$ cat src/rtl/av1shp_pkg.sv
`timescale 1ns / 1ps

package av1shp_pkg;

    // Result status codes.
    typedef enum logic [1:0] {
        STATUS_PARSED      = 2'd0,
        STATUS_UNSUPPORTED = 2'd1,
        STATUS_TRUNCATED   = 2'd2
    } status_t;

    // Number of leading payload bytes kept; four bytes always decide the result.
    localparam logic [2:0] HOLD_BYTES     = 3'd4;

    // A tier bit follows the level only when the level is above this value.
    localparam logic [4:0] LEVEL_TIER_MIN = 5'd7;

endpackage

$ cat src/rtl/av1_sequence_header_field_parser.sv
`timescale 1ns / 1ps

// The result caused by an accepted byte passes through the input register, then the result
// register, before it appears on the output ports.
// Throughput: one byte per cycle while results are taken; a result left waiting in the
// result register stalls the parse stage, and the input stalls once its register is full.
// Reset (rst_n low, asynchronous) empties both registers and clears the header state,
// so the first byte after reset starts a new sequence header.
module av1_sequence_header_field_parser (
    input  logic       clk,
    input  logic       rst_n,
    input  logic       in_valid,
    output logic       in_ready,
    input  logic [7:0] payload_byte,
    input  logic       final_byte,
    output logic       out_valid,
    input  logic       out_ready,
    output logic [1:0] status,
    output logic [2:0] profile,
    output logic [4:0] level_index,
    output logic       tier
);

    // Input register: holds one accepted item until the parse stage takes it.
    logic       s1_valid_reg;
    logic [7:0] s1_byte_reg;
    logic       s1_final_reg;

    // Header state. The first four payload bytes are gathered left aligned,
    // first byte in the top bits, which mirrors the bit offsets of the header.
    logic [31:0] collected_reg;
    logic [2:0]  bytes_taken_reg;
    logic        result_given_reg;

    // Result register.
    logic                 out_valid_reg;
    av1shp_pkg::status_t  out_status_reg;
    logic [2:0]           out_profile_reg;
    logic [4:0]           out_level_reg;
    logic                 out_tier_reg;

    // Parse stage signals.
    logic                 out_free;
    logic                 fire;
    logic                 take_byte;
    logic [31:0]          collected_next;
    logic [2:0]           bytes_taken_next;
    logic                 reduced_hdr;
    logic                 timing_present;
    logic [4:0]           full_level;
    logic                 decide;
    logic                 emit;
    av1shp_pkg::status_t  res_status;
    logic [4:0]           res_level;
    logic                 res_tier;

    // The result register can load when it is empty or its item leaves now.
    assign out_free = !out_valid_reg || out_ready;
    // The parse stage consumes its item whenever the result register can load,
    // so the input register frees up in the same cycle.
    assign fire     = s1_valid_reg && out_free;
    assign in_ready = !s1_valid_reg || fire;

    always_comb
    begin
        // A byte is stored only while the result is still open and room remains.
        take_byte      = !result_given_reg && (bytes_taken_reg < av1shp_pkg::HOLD_BYTES);
        collected_next = collected_reg;
        if (take_byte)
        begin
            case (bytes_taken_reg[1:0])
                2'd0:    collected_next[31:24] = s1_byte_reg;
                2'd1:    collected_next[23:16] = s1_byte_reg;
                2'd2:    collected_next[15:8]  = s1_byte_reg;
                default: collected_next[7:0]   = s1_byte_reg;
            endcase
        end
        bytes_taken_next = take_byte ? bytes_taken_reg + 3'd1 : bytes_taken_reg;

        // Header bit offsets 4 and 5, and the level at offsets 24 to 28.
        reduced_hdr    = collected_next[27];
        timing_present = collected_next[26];
        full_level     = collected_next[7:3];

        // The reduced header needs two bytes; timing info decides at once;
        // the full header needs all four bytes (level plus possible tier bit).
        decide = 1'b0;
        if (bytes_taken_next != 3'd0)
        begin
            if (reduced_hdr)
                decide = (bytes_taken_next >= 3'd2);
            else if (timing_present)
                decide = 1'b1;
            else
                decide = (bytes_taken_next >= av1shp_pkg::HOLD_BYTES);
        end
        decide = decide && !result_given_reg;

        res_status = av1shp_pkg::STATUS_PARSED;
        res_level  = 5'd0;
        res_tier   = 1'b0;
        if (decide)
        begin
            if (reduced_hdr)
            begin
                res_level = collected_next[26:22];
            end
            else if (timing_present)
            begin
                res_status = av1shp_pkg::STATUS_UNSUPPORTED;
            end
            else
            begin
                res_level = full_level;
                res_tier  = (full_level > av1shp_pkg::LEVEL_TIER_MIN) ? collected_next[2] : 1'b0;
            end
        end
        else
        begin
            // Only reached with an emit when the payload ends before a decision.
            res_status = av1shp_pkg::STATUS_TRUNCATED;
        end

        emit = decide || (s1_final_reg && !result_given_reg);
    end

    always_ff @(posedge clk or negedge rst_n)
    begin
        if (!rst_n)
        begin
            s1_valid_reg <= 1'b0;
        end
        else if (in_ready)
        begin
            s1_valid_reg <= in_valid;
        end
    end

    always_ff @(posedge clk)
    begin
        if (in_valid && in_ready)
        begin
            s1_byte_reg  <= payload_byte;
            s1_final_reg <= final_byte;
        end
    end

    always_ff @(posedge clk or negedge rst_n)
    begin
        if (!rst_n)
        begin
            collected_reg    <= 32'd0;
            bytes_taken_reg  <= 3'd0;
            result_given_reg <= 1'b0;
        end
        else if (fire)
        begin
            if (s1_final_reg)
            begin
                // The final byte closes the header; the next byte starts a new one.
                collected_reg    <= 32'd0;
                bytes_taken_reg  <= 3'd0;
                result_given_reg <= 1'b0;
            end
            else
            begin
                collected_reg    <= collected_next;
                bytes_taken_reg  <= bytes_taken_next;
                result_given_reg <= result_given_reg || decide;
            end
        end
    end

    always_ff @(posedge clk or negedge rst_n)
    begin
        if (!rst_n)
        begin
            out_valid_reg <= 1'b0;
        end
        else if (out_free)
        begin
            out_valid_reg <= fire && emit;
        end
    end

    always_ff @(posedge clk)
    begin
        if (fire && emit)
        begin
            out_status_reg  <= res_status;
            out_profile_reg <= collected_next[31:29];
            out_level_reg   <= res_level;
            out_tier_reg    <= res_tier;
        end
    end

    assign out_valid   = out_valid_reg;
    assign status      = out_status_reg;
    assign profile     = out_profile_reg;
    assign level_index = out_level_reg;
    assign tier        = out_tier_reg;

    // The byte count never passes the four held bytes.
    assert property (@(posedge clk) disable iff (!rst_n)
        bytes_taken_reg <= av1shp_pkg::HOLD_BYTES)
        else $error("byte count beyond held bytes");

    // A result can only have been given once at least one byte is held.
    assert property (@(posedge clk) disable iff (!rst_n)
        result_given_reg |-> (bytes_taken_reg != 3'd0))
        else $error("result given with no bytes held");

    // A consumed final byte always clears the header state.
    assert property (@(posedge clk) disable iff (!rst_n)
        (fire && s1_final_reg) |=> (bytes_taken_reg == 3'd0) && !result_given_reg)
        else $error("state not cleared after final byte");

    // An open header that sees its final byte must produce a result.
    assert property (@(posedge clk) disable iff (!rst_n)
        (fire && s1_final_reg && !result_given_reg) |=> out_valid_reg)
        else $error("final byte of open header gave no result");

endmodule
$ cat config.mk
export PLATFORM = sky130hd
export DESIGN_NAME = av1_sequence_header_field_parser
export DESIGN_NICKNAME = d
export VERILOG_FILES = /design/src/rtl/av1shp_pkg.sv /design/src/rtl/av1_sequence_header_field_parser.sv
export SDC_FILE = /design/constraint.sdc
export NUM_CORES = 1
export LEC_CHECK = 0
export BUFFER_PORTS_ARGS = -buffer_cell sky130_fd_sc_hd__buf_4
export CORE_MARGIN = 4
export CORE_UTILIZATION = 42
export DETAILED_ROUTE_END_ITERATION = 10
export GPL_TIMING_DRIVEN = 0
export SLEW_MARGIN = 10
export SYNTH_ARGS = -nofsm -noshare
export SYNTH_HDL_FRONTEND = slang
export SYNTH_SLANG_ARGS = --single-unit
$ cat constraint.sdc
create_clock -name clk -period 2.5 [get_ports clk]
set_input_delay 0.625 -clock clk [delete_from_list [all_inputs] [get_ports clk]]
set_output_delay 0.625 -clock clk [all_outputs]
set_load 0.01 [all_outputs]
# ---- After elaboration in Yosys (flattened, before gate mapping)
# Cells that the tools add are included.
dict set report totals {
  ff_bits 41
  output_inout_bits 13
}
dict set report classes {
  add_sub_neg 1
  n_eq_ne 2
  order_cmp 4
  n_mux 15
  bitwise_logic 2
  n_reduce_logical 18
}
# cell n
set op_table {}
lappend op_table {{$mux W32} 2}
lappend op_table {{$mux W8} 4}
lappend op_table {{$mux W5} 2}
lappend op_table {{$logic_and A1 B1 Y1} 6}
lappend op_table {{$mux W3} 2}
lappend op_table {{$gt A5 B3 Y1 const B} 1}
lappend op_table {{$mux W1} 5}
lappend op_table {{$logic_or A1 B1 Y1} 4}
lappend op_table {{$reduce_or A4 Y1} 1}
lappend op_table {{$add A3 B1 Y3 const B} 1}
lappend op_table {{$ge A3 B2 Y1 const B} 1}
lappend op_table {{$ge A3 B3 Y1 const B} 1}
lappend op_table {{$logic_not A1 Y1} 3}
lappend op_table {{$lt A3 B3 Y1 const B} 1}
lappend op_table {{$reduce_bool A3 Y1} 1}
lappend op_table {{$reduce_or A3 Y1} 1}
lappend op_table {{$eq A2 B1 Y1 const B} 1}
lappend op_table {{$eq A2 B2 Y1 const B} 1}
lappend op_table {{$logic_not A2 Y1} 1}
lappend op_table {{$not A1 Y1} 2}
lappend op_table {{$reduce_or A2 Y1} 1}

# ---- Depth between registers and ports, before layout
dict set report depth {
  word_depth 10
  depth_mapped 8
}

# ---- Least setup slack after synthesis
# OpenSTA, ideal clock, no wires.
dict set report synth_path {
  kind {register to register}
  from {register bytes_taken_reg[0]}
  to {register out_level_reg[0], in the netlist level_index[0], enable pin}
  stages_incl_launch_ff 9
  t_required_ns 2.121
  setup_slack_ns -0.129
  t_arrival_ns 2.250
  cell_sequence {dfrtp_1 inv_1 ha_1 or3b_1 buf_6 mux2i_4 o32ai_2 buf_6 a211oi_2}
}
dict set report synth_between {
  elab_chain_cells 10
}
# element line_no
set synth_lines {}
lappend synth_lines {{start, declared} av1_sequence_header_field_parser.sv:32} ;# logic [2:0] bytes_taken_reg;
lappend synth_lines {{start signal, assigned} av1_sequence_header_field_parser.sv:168} ;# bytes_taken_reg <= bytes_taken_next;
lappend synth_lines {{$lt A3 B3 Y1} av1_sequence_header_field_parser.sv:67} ;# take_byte = !result_given_reg && (bytes_taken_reg < av1shp_pkg::HOLD_BYTES);
lappend synth_lines {{$logic_and A1 B1 Y1} av1_sequence_header_field_parser.sv:67}
lappend synth_lines {{$mux W3} av1_sequence_header_field_parser.sv:78} ;# bytes_taken_next = take_byte ? bytes_taken_reg + 3'd1 : bytes_taken_reg;
lappend synth_lines {{$ge A3 B3 Y1} av1_sequence_header_field_parser.sv:95} ;# decide = (bytes_taken_next >= av1shp_pkg::HOLD_BYTES);
lappend synth_lines {{$mux W1} av1_sequence_header_field_parser.sv:92} ;# else if (timing_present)
lappend synth_lines {{$mux W1} av1_sequence_header_field_parser.sv:90} ;# if (reduced_hdr)
lappend synth_lines {{$mux W1 (*)} av1_sequence_header_field_parser.sv:88} ;# if (bytes_taken_next != 3'd0)
lappend synth_lines {{$logic_and A1 B1 Y1 (*)} av1_sequence_header_field_parser.sv:97} ;# decide = decide && !result_given_reg;
lappend synth_lines {{$logic_or A1 B1 Y1 (*)} av1_sequence_header_field_parser.sv:124} ;# emit = decide || (s1_final_reg && !result_given_reg);
lappend synth_lines {{$logic_and A1 B1 Y1 (*)} av1_sequence_header_field_parser.sv:188} ;# if (fire && emit)
lappend synth_lines {{end signal, assigned} av1_sequence_header_field_parser.sv:192} ;# out_level_reg <= res_level;
lappend synth_lines {{end, declared} av1_sequence_header_field_parser.sv:39} ;# logic [4:0] out_level_reg;
# Mark *: on every way between the ends. The rest lies on a longest branch, timed or not. The select of a mux whose other input is x is not followed.
# A chain may end at the register's enable or synchronous reset.

# ---- Final worst setup path
dict set report layout_path {
  from {register bytes_taken_reg[0]}
  to {register out_profile_reg[0], in the netlist profile[0], enable pin}
}
dict set report layout_between {
  elab_chain_cells 10
}
# element line_no
set layout_lines {}
lappend layout_lines {{$lt A3 B3 Y1} av1_sequence_header_field_parser.sv:67}
lappend layout_lines {{$logic_and A1 B1 Y1} av1_sequence_header_field_parser.sv:67}
lappend layout_lines {{$mux W3} av1_sequence_header_field_parser.sv:78}
lappend layout_lines {{$ge A3 B3 Y1} av1_sequence_header_field_parser.sv:95}
lappend layout_lines {{$mux W1} av1_sequence_header_field_parser.sv:92}
lappend layout_lines {{$mux W1} av1_sequence_header_field_parser.sv:90}
lappend layout_lines {{$mux W1 (*)} av1_sequence_header_field_parser.sv:88}
lappend layout_lines {{$logic_and A1 B1 Y1 (*)} av1_sequence_header_field_parser.sv:97}
lappend layout_lines {{$logic_or A1 B1 Y1 (*)} av1_sequence_header_field_parser.sv:124}
lappend layout_lines {{$logic_and A1 B1 Y1 (*)} av1_sequence_header_field_parser.sv:188}
lappend layout_lines {{end signal, assigned} av1_sequence_header_field_parser.sv:191} ;# out_profile_reg <= collected_next[31:29];
lappend layout_lines {{end, declared} av1_sequence_header_field_parser.sv:38} ;# logic [2:0] out_profile_reg;
# Marks and branches as above.

==> results.cfg <==
[synth]
syn-num-nets = 177
synth_simple_gate_area_frac = 0.146
synthTopCellsByArea = edfxtp_1 30%, dfrtp_1 27%, mux2i_1 5.1%
synthXorXnorAreaFrac = 0
synthArstFlopShare = 0.512
synth_cells = 161
synth.distinct_cells = 39
yosysMostFrequentCell = dfrtp_1
synth_ff_type = dfrtp_1
yosysTopAreaCellShare = 0.303
postSynthAreaPerCell_um2 = 12.3
yosys-top-cells-count = 21 x dfrtp_1, 20 x edfxtp_1, 19 x nand2_1, 12 x o21ai_0, 10 x mux2i_1
syn-cell-area_mm2 = 0.00198
synth_top_area_cell = edfxtp_1
synth-adder-area-share = 0.0190
synth_top_family_by_area = simple AND/OR/NAND/NOR gates
yosys_warnings = 0
seq_area_frac_synth = 0.569
synth-edff-count = 20
synth-seq-cells = 41
synth_mux_area_frac = 0.102
synth_compound_area_frac = 0.126

[final_layout]
drive_gt1_frac = 0.305
syn_to_final_growth_pct = 20.9
final_nets = 215
fillers = 384
finalInstanceArea_mm2 = 0.00239
largest_reg_flops = 15
antenna_cells = 0

[worst_setup_path]
r2r-end = profile[0]
worstReg2RegStart = bytes_taken_reg[0]
path_delay_family = buffers and inverters
crit_fanout = 10
cp_common_cell = buf_6
worstSetupPathType = reg2reg
slowest_delay_ps = 440
crit_chain = inv_2 > ha_4 > or3b_1 > buf_6 > mux2i_4 > o32ai_2 > buf_6 > a211oi_4 > buf_6
setup.worst_path.end_class = flop
r2r_setup_slack_ps = 60
required_ps = 2500
start_kind = flop
r2r_cells = 9
crit_buf_inv = 4
crit_slowest_cell = dfrtp_1
critPathArrivalTime_ps = 2440

[global_routing]
antenna_found_initial = 0
grtUsageTotal = 0.154
grt_pass1_wl_um = 7090
grt_max_degree = 22
grt_pass1_vias = 1375
grt-ovfl-total = 0

[hold_path]
hold_class = in2async

[clocking]
cts_made_buffers = 5
htree_num_levels = 2
cts_tree = built
clkTransAtPathRegs_ps = 90
cts.sinks = 41
clk_latency_ps = 290
cts-root-buf = clkbuf_8
cts_buffer_depth = 2

[die]
initial_utilization = 0.446
io_pins = 26
dieArea_mm2 = 0.00588
fp.coreArea_mm2 = 0.00444
die_h_um = 76.7
die_w_um = 76.7
rows = 24

[timing]
tightest_slew_ps = 560
timing.final.crit_period_ps = 2440
fin_worst_skew_ps = 15.3
finalSetupViolCount = 0
slew_headroom = 0.626
worst_slack_ps = 58.0
fmax_mhz = 409
hold_viol_final = 0
fin_crit_sh = 0.977
slew_violations = 0

[power_and_ir_drop]
switching_share = 0.378
p_int_mw = 1.87
irDropWorstVdd_v = 0.000530
sequentialPowerShare = 0.355
leakage_nw = 0.977
p_sw_mw = 1.13
clockPowerShare = 0.139
combPwrFrac = 0.506
power_density_mw_per_mm2 = 1250
power_mw = 3.00

[drt]
maxUsedRoutingLayer = met4
drt-met1-wl_um = 1920
vias = 1426
routed-wl-met2_um = 2130
drtPass1Iterations = 4
drtIter0Drc = 184
vias_per_cell = 5.66
wl_per_cell_um = 17.4
ant_nets = 0
wl_met3_um = 297
finalWirelength_um = 4390
drc = 0

[run_status]
status = finished clean

[place]
place_congestion = 0.891
postPlaceCellArea_mm2 = 0.00224
pre_cts_slack_ps = -355
port_buffers = 25
dpl.hpwl_um = 3090

[job]
drv_cap = 0
==> worst max-delay path by stage <==
stage	slack (ps)	cells after the start	to	startpoint
final	60	9	profile[0]	bytes_taken_reg[0]
after global routing	-20	9	profile[1]	bytes_taken_reg[0]
after CTS	10	9	profile[1]	bytes_taken_reg[0]
after detailed placement	-360	8	profile[1]	bytes_taken_reg[0]
after global placement	-240	8	level_index[0]	bytes_taken_reg[0]
after floorplan	20	8	level_index[0]	bytes_taken_reg[0]
==> cells by family after synthesis <==
kind of cell | count (synthesis)
and+or+nand+nor | 52
adders and majority gates | 3
AOI/OAI and AO/OA | 34
buffers and inverters | 14
muxes | 17
DFF | 41
==> placed cells by master, fill, tap and decap left out, types with 3 or more instances in the layout <==
cell,Yosys,layout
mux2i_1,10,10
mux2_2,5,5
a31oi_1,3,3
buf_4,0,29
nand2_1,19,19
clkbuf_8,0,5
o22a_1,3,3
dfrtp_1,21,21
o21ai_0,12,12
buf_6,3,5
or2_2,3,3
nor2_1,3,3
nor3_1,4,4
inv_1,5,3
nand2b_1,4,4
a21oi_1,3,3
clkbuf_1,4,5
a22o_1,3,3
edfxtp_1,20,20
nand3_1,5,5
==> metrics by stage <==
step	utilization	setup TNS, ps	std cells	hold slack [ps]
detailed placement	0.504	-3910	238	450
global placement	0.504	-2610	238	449
global route	0.539	-87.8	252	213
floorplan	-	0	161	329
CTS	0.529	0	249	213
finish	0.539	0	252	210
==> per-layer routing <==
metal  vias to the layer above  track usage
met5                         -            0
met4                         0       0.0489
met3                         4       0.0351
met2                        60        0.248
met1                       696        0.204
li1                        666            -
==> power by group through the flow <==
stage	clock network, mW	registers, mW	logic (mW)
after global routing	0.457	1.09	1.64
after detailed placement	0	1.08	1.38
final	0.417	1.07	1.52
after CTS	0.425	1.06	1.44
after global placement	0	1.07	1.33
after floorplan	0	1.10	0.970
==> repair_timing <==
item | CTS | global route
hold buffers | 0 | 0
pin swaps | 1 | 1
setup buffers | 3 | 3
setup endpoints to repair | 12 | 12
gates resized for setup | 1 | 6
==> cell type report <==
class | count | area (um^2) | share of cell area
buffer | 9 | 58.8 | 0.0246
tap | 52 | 65.1 | 0.0272
multi-input combinational | 106 | 803 | 0.335
sequential | 41 | 1130 | 0.470
clock inverter | 2 | 10.0 | 0.00418
inverter | 5 | 18.8 | 0.00784
clock buffer | 6 | 72.6 | 0.0303
timing repair buffer | 31 | 240 | 0.100
Power figures use the tool's default switching activity.
